**src/hw/rtl/lsd_pkg.sv**
```systemverilog
// Shared types, constants and the digit lookup for the serial command decoder.
// No dependencies; every other file in this block imports it.
package lsd_pkg;

   localparam int FRAME_DIGITS_DEF = 5;

   localparam int WORD_W      = 10;
   localparam int CODE_W      = 5;
   localparam int DIGIT_W     = 4;
   localparam int EVENT_W     = 5;
   localparam int BCD_OUT_W   = 20;
   localparam int TOTAL_OUT_W = 3;
   localparam int REQ_TDATA_W = 16;
   localparam int RSP_TDATA_W = 32;

   // Header 001 and footer 00 around the 5-bit code
   localparam logic [WORD_W-1:0] FRAME_MASK = 10'h383;
   localparam logic [WORD_W-1:0] FRAME_OK   = 10'h080;

   typedef enum logic [EVENT_W-1:0] {
      EV_NONE        = 5'd0,
      EV_PLAY        = 5'd1,
      EV_STEP_FWD    = 5'd2,
      EV_STEP_REV    = 5'd3,
      EV_PAUSE       = 5'd4,
      EV_AUDIO1      = 5'd5,
      EV_AUDIO2      = 5'd6,
      EV_SEARCH      = 5'd7,
      EV_BUSY        = 5'd8,
      EV_SEEK        = 5'd9,
      EV_DIGIT       = 5'd10,
      EV_NOSEEK      = 5'd11,
      EV_OVERFLOW    = 5'd12,
      EV_UNSUPPORTED = 5'd13,
      EV_UNKNOWN     = 5'd14,
      EV_BADFRAME    = 5'd15,
      EV_RESET       = 5'd16
   } lsd_event_type;

   typedef enum logic {
      ACT_WORD  = 1'b0,
      ACT_RESET = 1'b1
   } lsd_action_type;

   // Command codes
   localparam logic [CODE_W-1:0] CODE_FILLER   = 5'h00;
   localparam logic [CODE_W-1:0] CODE_PLAY     = 5'h14;
   localparam logic [CODE_W-1:0] CODE_STEP_FWD = 5'h04;
   localparam logic [CODE_W-1:0] CODE_STEP_REV = 5'h12;
   localparam logic [CODE_W-1:0] CODE_PAUSE    = 5'h0A;
   localparam logic [CODE_W-1:0] CODE_AUDIO1   = 5'h0E;
   localparam logic [CODE_W-1:0] CODE_AUDIO2   = 5'h16;
   localparam logic [CODE_W-1:0] CODE_SEEK     = 5'h1A;
   // Known commands that the player does not act on
   localparam logic [CODE_W-1:0] CODE_NS_H10   = 5'h10;
   localparam logic [CODE_W-1:0] CODE_NS_H08   = 5'h08;
   localparam logic [CODE_W-1:0] CODE_NS_H18   = 5'h18;
   localparam logic [CODE_W-1:0] CODE_NS_H0C   = 5'h0C;
   localparam logic [CODE_W-1:0] CODE_NS_H1C   = 5'h1C;
   localparam logic [CODE_W-1:0] CODE_NS_H02   = 5'h02;
   localparam logic [CODE_W-1:0] CODE_NS_H1E   = 5'h1E;
   localparam logic [CODE_W-1:0] CODE_NS_H06   = 5'h06;
   localparam logic [CODE_W-1:0] CODE_NS_H0B   = 5'h0B;

   typedef struct packed {
      lsd_action_type    action;
      logic [WORD_W-1:0] command_word;
      logic              player_searching;
   } lsd_req_type;

   typedef struct packed {
      logic [TOTAL_OUT_W-1:0] search_digit_total;
      logic [BCD_OUT_W-1:0]   search_frame_bcd;
      logic                   audio_right_muted;
      logic                   audio_left_muted;
      lsd_event_type          event_res;
   } lsd_rsp_type;

   typedef struct packed {
      logic               is_digit;
      logic [DIGIT_W-1:0] value;
   } lsd_digit_type;

   function automatic lsd_digit_type digit_of_code(input logic [CODE_W-1:0] code);
      lsd_digit_type d;
      d.is_digit = 1'b1;
      unique case (code)
         5'd1:    d.value = 4'd0;
         5'd3:    d.value = 4'd8;
         5'd5:    d.value = 4'd4;
         5'd9:    d.value = 4'd2;
         5'd13:   d.value = 4'd6;
         5'd17:   d.value = 4'd1;
         5'd19:   d.value = 4'd9;
         5'd21:   d.value = 4'd5;
         5'd25:   d.value = 4'd3;
         5'd29:   d.value = 4'd7;
         default: begin
            d.is_digit = 1'b0;
            d.value    = '0;
         end
      endcase
      return d;
   endfunction

endpackage

```
**src/hw/rtl/lsd_req_reg.sv**
```systemverilog
// Input register for the command decoder: holds one request until the core takes it.
// Depends on lsd_pkg.
module lsd_req_reg (
   input  logic               clock,
   input  logic               reset,
   input  logic               in_valid,
   output logic               in_ready,
   input  lsd_pkg::lsd_req_type in_item,
   output logic               hold_valid,
   output lsd_pkg::lsd_req_type hold_item,
   input  logic               advance
);
   import lsd_pkg::*;

   logic        valid_ff, valid_in;
   lsd_req_type item_ff,  item_in;

   // Refill in the same cycle the held request moves on
   assign in_ready = !valid_ff || advance;

   always_comb begin
      valid_in = valid_ff;
      item_in  = item_ff;
      if (in_valid && in_ready) begin
         valid_in = 1'b1;
         item_in  = in_item;
      end else if (advance) begin
         valid_in = 1'b0;
      end
   end

   always_ff @(posedge clock) begin
      if (reset) begin
         valid_ff <= 1'b0;
      end else begin
         valid_ff <= valid_in;
      end
   end

   always_ff @(posedge clock) begin
      item_ff <= item_in;
   end

   assign hold_valid = valid_ff;
   assign hold_item  = item_ff;

endmodule

```
**src/hw/rtl/lsd_core.sv**
```systemverilog
// Decode logic and player state: repeat filter, framing check, command decode,
// seek/digit entry and mute flags. Depends on lsd_pkg.
module lsd_core #(
   parameter int FRAME_DIGITS = lsd_pkg::FRAME_DIGITS_DEF
) (
   input  logic                 clock,
   input  logic                 reset,
   input  logic                 fire,
   input  lsd_pkg::lsd_req_type item,
   output lsd_pkg::lsd_rsp_type rsp
);
   import lsd_pkg::*;

   localparam int CNT_W = $clog2(FRAME_DIGITS + 1);
   localparam int BCD_W = DIGIT_W * FRAME_DIGITS;

   logic [WORD_W-1:0] prev_word_ff,  prev_word_in;
   logic              prev_valid_ff, prev_valid_in;
   logic              armed_ff,      armed_in;
   logic [CNT_W-1:0]  cnt_ff,        cnt_in;
   logic [BCD_W-1:0]  digits_ff,     digits_in;
   logic              left_ff,       left_in;
   logic              right_ff,      right_in;

   logic [WORD_W-1:0]      word;
   logic [CODE_W-1:0]      code;
   lsd_digit_type          dig;
   lsd_event_type          ev;
   logic [BCD_OUT_W-1:0]   bcd_out;
   logic [TOTAL_OUT_W-1:0] total_out;

   assign word = item.command_word;
   assign code = word[6:2];
   assign dig  = digit_of_code(code);

   always_comb begin
      prev_word_in  = prev_word_ff;
      prev_valid_in = prev_valid_ff;
      armed_in      = armed_ff;
      cnt_in        = cnt_ff;
      digits_in     = digits_ff;
      left_in       = left_ff;
      right_in      = right_ff;
      ev            = EV_NONE;
      bcd_out       = '0;
      total_out     = '0;

      if (item.action == ACT_RESET) begin
         left_in  = 1'b0;
         right_in = 1'b0;
         ev       = EV_RESET;
      end else if (!prev_valid_ff || word != prev_word_ff) begin
         prev_word_in  = word;
         prev_valid_in = 1'b1;
         if ((word & FRAME_MASK) == FRAME_OK) begin
            if (dig.is_digit) begin
               if (!armed_ff) begin
                  ev = EV_NOSEEK;
               end else if (cnt_ff < CNT_W'(FRAME_DIGITS)) begin
                  // digits shift in at the bottom, so the first digit entered is the most significant
                  digits_in = BCD_W'({digits_ff, dig.value});
                  cnt_in    = cnt_ff + CNT_W'(1);
                  ev        = EV_DIGIT;
               end else begin
                  cnt_in    = '0;
                  digits_in = '0;
                  ev        = EV_OVERFLOW;
               end
            end else begin
               unique case (code)
                  CODE_PLAY:     ev = EV_PLAY;
                  CODE_STEP_FWD: ev = EV_STEP_FWD;
                  CODE_STEP_REV: ev = EV_STEP_REV;
                  CODE_PAUSE:    ev = EV_PAUSE;
                  CODE_AUDIO1: begin
                     left_in = !left_ff;
                     ev      = EV_AUDIO1;
                  end
                  CODE_AUDIO2: begin
                     right_in = !right_ff;
                     ev       = EV_AUDIO2;
                  end
                  CODE_SEEK: begin
                     if (!armed_ff) begin
                        armed_in = 1'b1;
                        ev       = EV_SEEK;
                     end else begin
                        ev = EV_SEEK;
                        if (cnt_ff != '0) begin
                           if (!item.player_searching) begin
                              bcd_out   = BCD_OUT_W'(digits_ff);
                              total_out = TOTAL_OUT_W'(cnt_ff);
                              ev        = EV_SEARCH;
                           end else begin
                              ev = EV_BUSY;
                           end
                        end
                        cnt_in    = '0;
                        digits_in = '0;
                     end
                  end
                  CODE_FILLER: ev = EV_NONE;
                  CODE_NS_H10, CODE_NS_H08, CODE_NS_H18, CODE_NS_H0C, CODE_NS_H1C,
                  CODE_NS_H02, CODE_NS_H1E, CODE_NS_H06, CODE_NS_H0B:
                     ev = EV_UNSUPPORTED;
                  default: ev = EV_UNKNOWN;
               endcase
            end
         end else if (word != '0) begin
            ev = EV_BADFRAME;
         end
      end
   end

   always_ff @(posedge clock) begin
      if (reset) begin
         prev_word_ff  <= '0;
         prev_valid_ff <= 1'b0;
         armed_ff      <= 1'b0;
         cnt_ff        <= '0;
         digits_ff     <= '0;
         left_ff       <= 1'b0;
         right_ff      <= 1'b0;
      end else if (fire) begin
         prev_word_ff  <= prev_word_in;
         prev_valid_ff <= prev_valid_in;
         armed_ff      <= armed_in;
         cnt_ff        <= cnt_in;
         digits_ff     <= digits_in;
         left_ff       <= left_in;
         right_ff      <= right_in;
      end
   end

   assign rsp.event_res          = ev;
   assign rsp.audio_left_muted   = left_in;
   assign rsp.audio_right_muted  = right_in;
   assign rsp.search_frame_bcd   = bcd_out;
   assign rsp.search_digit_total = total_out;

endmodule

```
**src/hw/rtl/lsd_rsp_reg.sv**
```systemverilog
// Result register for the command decoder: holds one result until the sink takes it.
// Depends on lsd_pkg.
module lsd_rsp_reg (
   input  logic                 clock,
   input  logic                 reset,
   input  logic                 load,
   input  lsd_pkg::lsd_rsp_type rsp_in,
   output logic                 free,
   output logic                 out_valid,
   input  logic                 out_ready,
   output lsd_pkg::lsd_rsp_type out_item
);
   import lsd_pkg::*;

   logic        valid_ff, valid_in;
   lsd_rsp_type item_ff,  item_in;

   assign free = !valid_ff || out_ready;

   always_comb begin
      valid_in = valid_ff;
      item_in  = item_ff;
      if (load) begin
         valid_in = 1'b1;
         item_in  = rsp_in;
      end else if (out_ready) begin
         valid_in = 1'b0;
      end
   end

   always_ff @(posedge clock) begin
      if (reset) begin
         valid_ff <= 1'b0;
      end else begin
         valid_ff <= valid_in;
      end
   end

   always_ff @(posedge clock) begin
      item_ff <= item_in;
   end

   assign out_valid = valid_ff;
   assign out_item  = item_ff;

endmodule

```
**src/hw/rtl/laserdisc_serial_command_decoder.sv**
```systemverilog
// Top level of the serial command decoder: request register, decode core, result register.
// Depends on lsd_pkg, lsd_req_reg, lsd_core and lsd_rsp_reg.
//
// Takes one request per clock while the sink keeps up and gives one result per request,
// in order. A request is captured in the input register, then decoded and applied to
// the player state as it moves into the result register, from which the sink takes it
// when ready. Sustained rate is one request per cycle; it is set only by how fast the
// sink takes results, since the input register refills in the same cycle the result
// register frees up. No clearing pass after reset.
module laserdisc_serial_command_decoder #(
   parameter int FRAME_DIGITS = lsd_pkg::FRAME_DIGITS_DEF
) (
   input  logic                            clock,
   input  logic                            reset,
   input  logic                            req_tvalid,
   output logic                            req_tready,
   // [9:0] command_word, [10] player_searching, [15:11] zero
   input  logic [lsd_pkg::REQ_TDATA_W-1:0] req_tdata,
   // [0] action
   input  logic                            req_tuser,
   output logic                            rsp_tvalid,
   input  logic                            rsp_tready,
   // [4:0] event_res, [5] audio_left_muted, [6] audio_right_muted,
   // [26:7] search_frame_bcd, [29:27] search_digit_total, [31:30] zero
   output logic [lsd_pkg::RSP_TDATA_W-1:0] rsp_tdata
);
   import lsd_pkg::*;

   lsd_req_type in_item, hold_item;
   lsd_rsp_type core_rsp, out_item;
   logic        hold_valid, advance, fire;

   assign in_item.action           = lsd_action_type'(req_tuser);
   assign in_item.command_word     = req_tdata[WORD_W-1:0];
   assign in_item.player_searching = req_tdata[WORD_W];

   assign fire = hold_valid && advance;

   lsd_req_reg u_req (
      .clock      (clock),
      .reset      (reset),
      .in_valid   (req_tvalid),
      .in_ready   (req_tready),
      .in_item    (in_item),
      .hold_valid (hold_valid),
      .hold_item  (hold_item),
      .advance    (advance)
   );

   lsd_core #(
      .FRAME_DIGITS (FRAME_DIGITS)
   ) u_core (
      .clock (clock),
      .reset (reset),
      .fire  (fire),
      .item  (hold_item),
      .rsp   (core_rsp)
   );

   lsd_rsp_reg u_rsp (
      .clock     (clock),
      .reset     (reset),
      .load      (fire),
      .rsp_in    (core_rsp),
      .free      (advance),
      .out_valid (rsp_tvalid),
      .out_ready (rsp_tready),
      .out_item  (out_item)
   );

   assign rsp_tdata = {2'b00, out_item};

endmodule

```
**config.mk**
```make
export PLATFORM = sky130hd
export DESIGN_NAME = laserdisc_serial_command_decoder
export DESIGN_NICKNAME = d
export VERILOG_FILES = /design/src/hw/rtl/lsd_pkg.sv /design/src/hw/rtl/lsd_req_reg.sv /design/src/hw/rtl/lsd_core.sv /design/src/hw/rtl/lsd_rsp_reg.sv /design/src/hw/rtl/laserdisc_serial_command_decoder.sv
export SDC_FILE = /design/constraint.sdc
export NUM_CORES = 1
export LEC_CHECK = 0
export ABC_AREA = 1
export BUFFER_PORTS_ARGS = -buffer_cell sky130_fd_sc_hd__buf_2
export CAP_MARGIN = 20
export CORE_MARGIN = 10
export CORE_UTILIZATION = 52
export CTS_CLUSTER_DIAMETER = 80
export DETAILED_ROUTE_END_ITERATION = 10
export GPL_TIMING_DRIVEN = 0
export PLACE_DENSITY = 0.85
export SYNTH_ARGS = -nofsm -noshare
export SYNTH_HDL_FRONTEND = slang
export SYNTH_SLANG_ARGS = --single-unit
```
**constraint.sdc**
```tcl
create_clock -name clock -period 1.7 [get_ports clock]
set_clock_uncertainty 0.1 [all_clocks]
set_input_delay 0.085 -clock clock [delete_from_list [all_inputs] [get_ports clock]]
set_output_delay 0.085 -clock clock [all_outputs]
set_load 0.02 [all_outputs]
```
==> results list <==
- The run finished, with violations left.
- The checks that failed: negative setup slack.
- Counting every sink on the clock net gives 81.
- Most common library cell in the layout ignoring fill and taps: sky130_fd_sc_hd__nand2_1
- 55 I/O pins were placed.
- Die Height: 108 um
- The critical path ends at u_core.digits_ff[11].
- By startpoint and endpoint, the worst setup path is classified as reg -> reg.
- Starting density of the core: 52.8%
- Number of port buffers: 47
- At the pin with the least slew margin, the transition time is 0.510 ns.
* Cell type with the highest aggregate area in the netlist: sky130_fd_sc_hd__edfxtp_1
- The netlist uses 34 different library cells.
* Synth Cell Area: 0.00404 mm2
- For this run, the post-layout net count is 666.
- Counting cells, the worst reg-to-reg path comes to 11.
- The first global-routing pass estimated 16.7 mm of wire.
- Final routed wirelength across all metal layers: 14.0 mm
- In the final layout, flip-flops and latches occupy 0.00204 mm2.
- Final clock period utilization by the worst path: 117%
* Setup slack of the critical path after layout: -0.288 ns
* Gate count of the mapped netlist: 510
- The worst hold path belongs to the class in -> reg.
- Setup violations remaining at the end of the flow were counted as 65.
* Area of the core region: 0.00765 mm2
* Mean area per synthesized cell: 7.91 um2
- Leading post-synthesis cells by cell area: sky130_fd_sc_hd__edfxtp_1 (31%), sky130_fd_sc_hd__dfxtp_1 (19%), sky130_fd_sc_hd__nand2_1 (11%), sky130_fd_sc_hd__nor2_1 (8.8%), sky130_fd_sc_hd__inv_1 (6.6%)
* Core Util, Final: 76.8%
- The H-tree was split into 3 levels.
- Number of antenna-violating nets in the routed design: 0
- Highest achievable clock rate: 0.503 GHz
- Root Driver: sky130_fd_sc_hd__clkbuf_8
* Final count of pins violating max slew: 0
* N_diodes: 0
* Width of the die: 108 um
* Wire length per cell after detailed routing: 18.7 um
* Delay-heaviest family, CP: simple AND/OR/NAND/NOR gates
- In this run, the number of DRC markers left after iteration 0 of detailed routing was 749.
- Synthesis inferred 81 register bits.
* Worst-case vdd ir drop: 0.000848 V
- The worst pin sits at a relative slew slack of 66.0%.
- The most numerous cell type found on the critical path is sky130_fd_sc_hd__nand2_1.
- Proportion of layout cells with a drive suffix above 1: 39.8%
* Setup crit start: u_req.hold_item[7]
- The worst setup path is captured at a flop.
- The Yosys step of the flow raised 0 warnings.
* Sequential share of the synthesized area: 50.6%
* Vias after detailed routing: 4326
- Clock latency of the later-clocked register in the worst-skew pair: 0.38 ns
- Count of max-cap constraint violations: 0
- Site Rows: 32
* Number of detailed-routing iterations run before antenna repair: 8
* Initial antenna violation count: 0
- DRC violations left: 0
- Setup repair after global routing could not meet its margin everywhere.
- Proportion of netlist area held by the largest area contributor: 31.3%
- Last weighted congestion value of the routability-driven placer: 0.886
* Leakage: 2.70 nW
- R2r startpoint: u_req.hold_item[7]
- Fin. Hold Viols: 0
- Clock-pin slew was measured on the worst setup and hold paths at 0.09 ns.
* Final-layout setup total negative slack: -12.53 ns
- WP data arrival: 2.16 ns
- Crit path time final: 1.99 ns
- Setup slack on the worst reg-to-reg path comes out at -0.29 ns.
* Worst Path Max Fanout: 8
* Endpoint required time on the critical path: 1.87 ns
- Number of cells on the critical path: 11
- Counting along the longest clock path gives a buffer depth of 2.
- Entering global routing, the biggest net connects 35 pins.
- On the worst path, the slowest cell contributes a delay of 0.47 ns.
* Total power per unit cell area: 792 mW/mm2
- Crit-path cells: inv_2, nand2_1, nand2_1, nand2_1, nor2_4, nand3_4, nand4_4, buf_6, nand2_1, nand2_1, nor2_1
* Remaining global-route overflow: 0
- Area of the die: 0.0117 mm2
- Compared with the post-synthesis result, the final layout area differs by 45.5%.
- Commonest non-fill, non-tap cells in the layout: sky130_fd_sc_hd__nand2_1 (91), sky130_fd_sc_hd__inv_1 (66), sky130_fd_sc_hd__nor2_1 (57)
- In this run the critical register-to-register path is captured at u_core.digits_ff[11].
- The number of global-route vias before repair came to 3627.
- Worst Setup Start Kind: flop
* Fill cell total of the finished layout: 438
- CTS tree: yes
- Via density per instance: 5.77
- CTS Buf Count: 9
* Half-perimeter wire length after detailed placement: 6.41 mm
- The multi-input combinational cells in the finished layout cover a total of 0.00199 mm2.
- For this run, the total global-route usage over all layers was measured as 17.7%.
- The slowest stage of the critical path is the sky130_fd_sc_hd__edfxtp_1 cell.
* Buffering stage count on the worst path with inverters included: 2
timing repair:
action | 4_1_cts | 5_1_grt
resized for setup | 55 | 119
pin swaps | 8 | 31
cloned | 3 | 2
endpoints found under the setup margin | 95 | 96
hold buffers | 15 | 0
buffers inserted | 25 | 29
hold endpoints to repair | 16 | 0
cell type report:
class	instances	share of cell area [%]
sequential	81	34.8
multi-input combinational	324	34.0
timing repair buffer	120	15.3
inverter	86	6.10
buffer	20	3.22
clock inverter	7	2.22
tap	102	2.17
clock buffer	9	2.11
timing repair inverter	1	0.128
report_power, final:
group / internal (mW) / switching, mW
logic: 0.252 / 0.402
clock network: 1.01 / 0.829
registers: 2.12 / 0.0371
cell usage after synthesis (all sizes together):
| library cell | number |
|---|---|
| clkinv | 1 |
| dfxtp | 39 |
| nand2 | 115 |
| a31oi | 1 |
| clkbuf | 3 |
| a21oi | 25 |
| ha | 2 |
| edfxtp | 42 |
| nand3 | 42 |
| o211ai | 1 |
| buf | 17 |
| inv | 85 |
| nand4 | 10 |
| xor2 | 1 |
| nor2 | 100 |
| o2111ai | 1 |
| nor3 | 5 |
| conb | 1 |
| a41oi | 1 |
| o21ai | 18 |
worst min-delay path by stage:
stage | end | cells past startpoint | slack (ns) | start
after floorplan | u_core.armed_ff | 1 | 0.05 | reset
after global placement | u_req.hold_item[5] | 1 | 0.16 | req_tdata[4]
after detailed placement | u_req.hold_item[9] | 1 | 0.16 | req_tdata[8]
after CTS | u_req.hold_item[2] | 2 | 0.31 | req_tdata[1]
after global routing | u_req.hold_item[4] | 2 | 0.32 | req_tdata[3]
final | u_req.hold_item[8] | 2 | 0.31 | req_tdata[7]
flip-flops by register name (all words and copies together), names as in the netlist:
register              flops
u_core.right_ff           1
u_core.prev_valid_ff      1
u_rsp.out_valid           1
u_core.left_ff            1
u_core.prev_word_ff      10
u_core.cnt_ff             3
u_core.armed_ff           1
u_req.hold_item          12
u_core.digits_ff         20
u_rsp.out_item           30
u_req.hold_valid          1
worst register-to-register path: stages, from the launching register on:
cell and delay [ns]:
sky130_fd_sc_hd__edfxtp_1 0.47, sky130_fd_sc_hd__inv_2 0.16, sky130_fd_sc_hd__nand2_1 0.10, sky130_fd_sc_hd__nand2_1 0.09
sky130_fd_sc_hd__nand2_1 0.10, sky130_fd_sc_hd__nor2_4 0.15, sky130_fd_sc_hd__nand3_4 0.12, sky130_fd_sc_hd__nand4_4 0.21
sky130_fd_sc_hd__buf_6 0.17, sky130_fd_sc_hd__nand2_1 0.07, sky130_fd_sc_hd__nand2_1 0.09, sky130_fd_sc_hd__nor2_1 0.06
cells by family after synthesis:
logic type,share of synthesized area [%]
and+or+nand+nor,30.4
buffers and inverters,11.4
DFF,50.6
AOI/OAI and AO/OA,6.60
adders and majority gates,0.620
xor gates and xnor gates,0.217
other,0.0929
routing by layer:
layer / track usage (%) / vias up / part of all wire [%]
met1: 21.3 / 1961 / 35
met5: 0 / - / 0
met3: 4.70 / 112 / 11
li1: - / 1873 / -
met4: 9.54 / 0 / 7.2
met2: 28.3 / 380 / 46
per-stage QoR:
step | hold WS [ns] | cell area [um2] | worst slack, ns | std cells | power, mW
after floorplan | 0.0541 | 4040 | 0.00636 | 511 | 2.47
after global placement | 0.161 | 4400 | -0.293 | 660 | 2.57
after detailed placement | 0.163 | 4400 | -0.302 | 660 | 2.58
after CTS | 0.313 | 5190 | -0.119 | 719 | 4.42
after global routing | 0.316 | 5870 | -0.383 | 750 | 4.77
final | 0.311 | 5870 | -0.288 | 750 | 4.65
(Power assumes the default switching activity.)
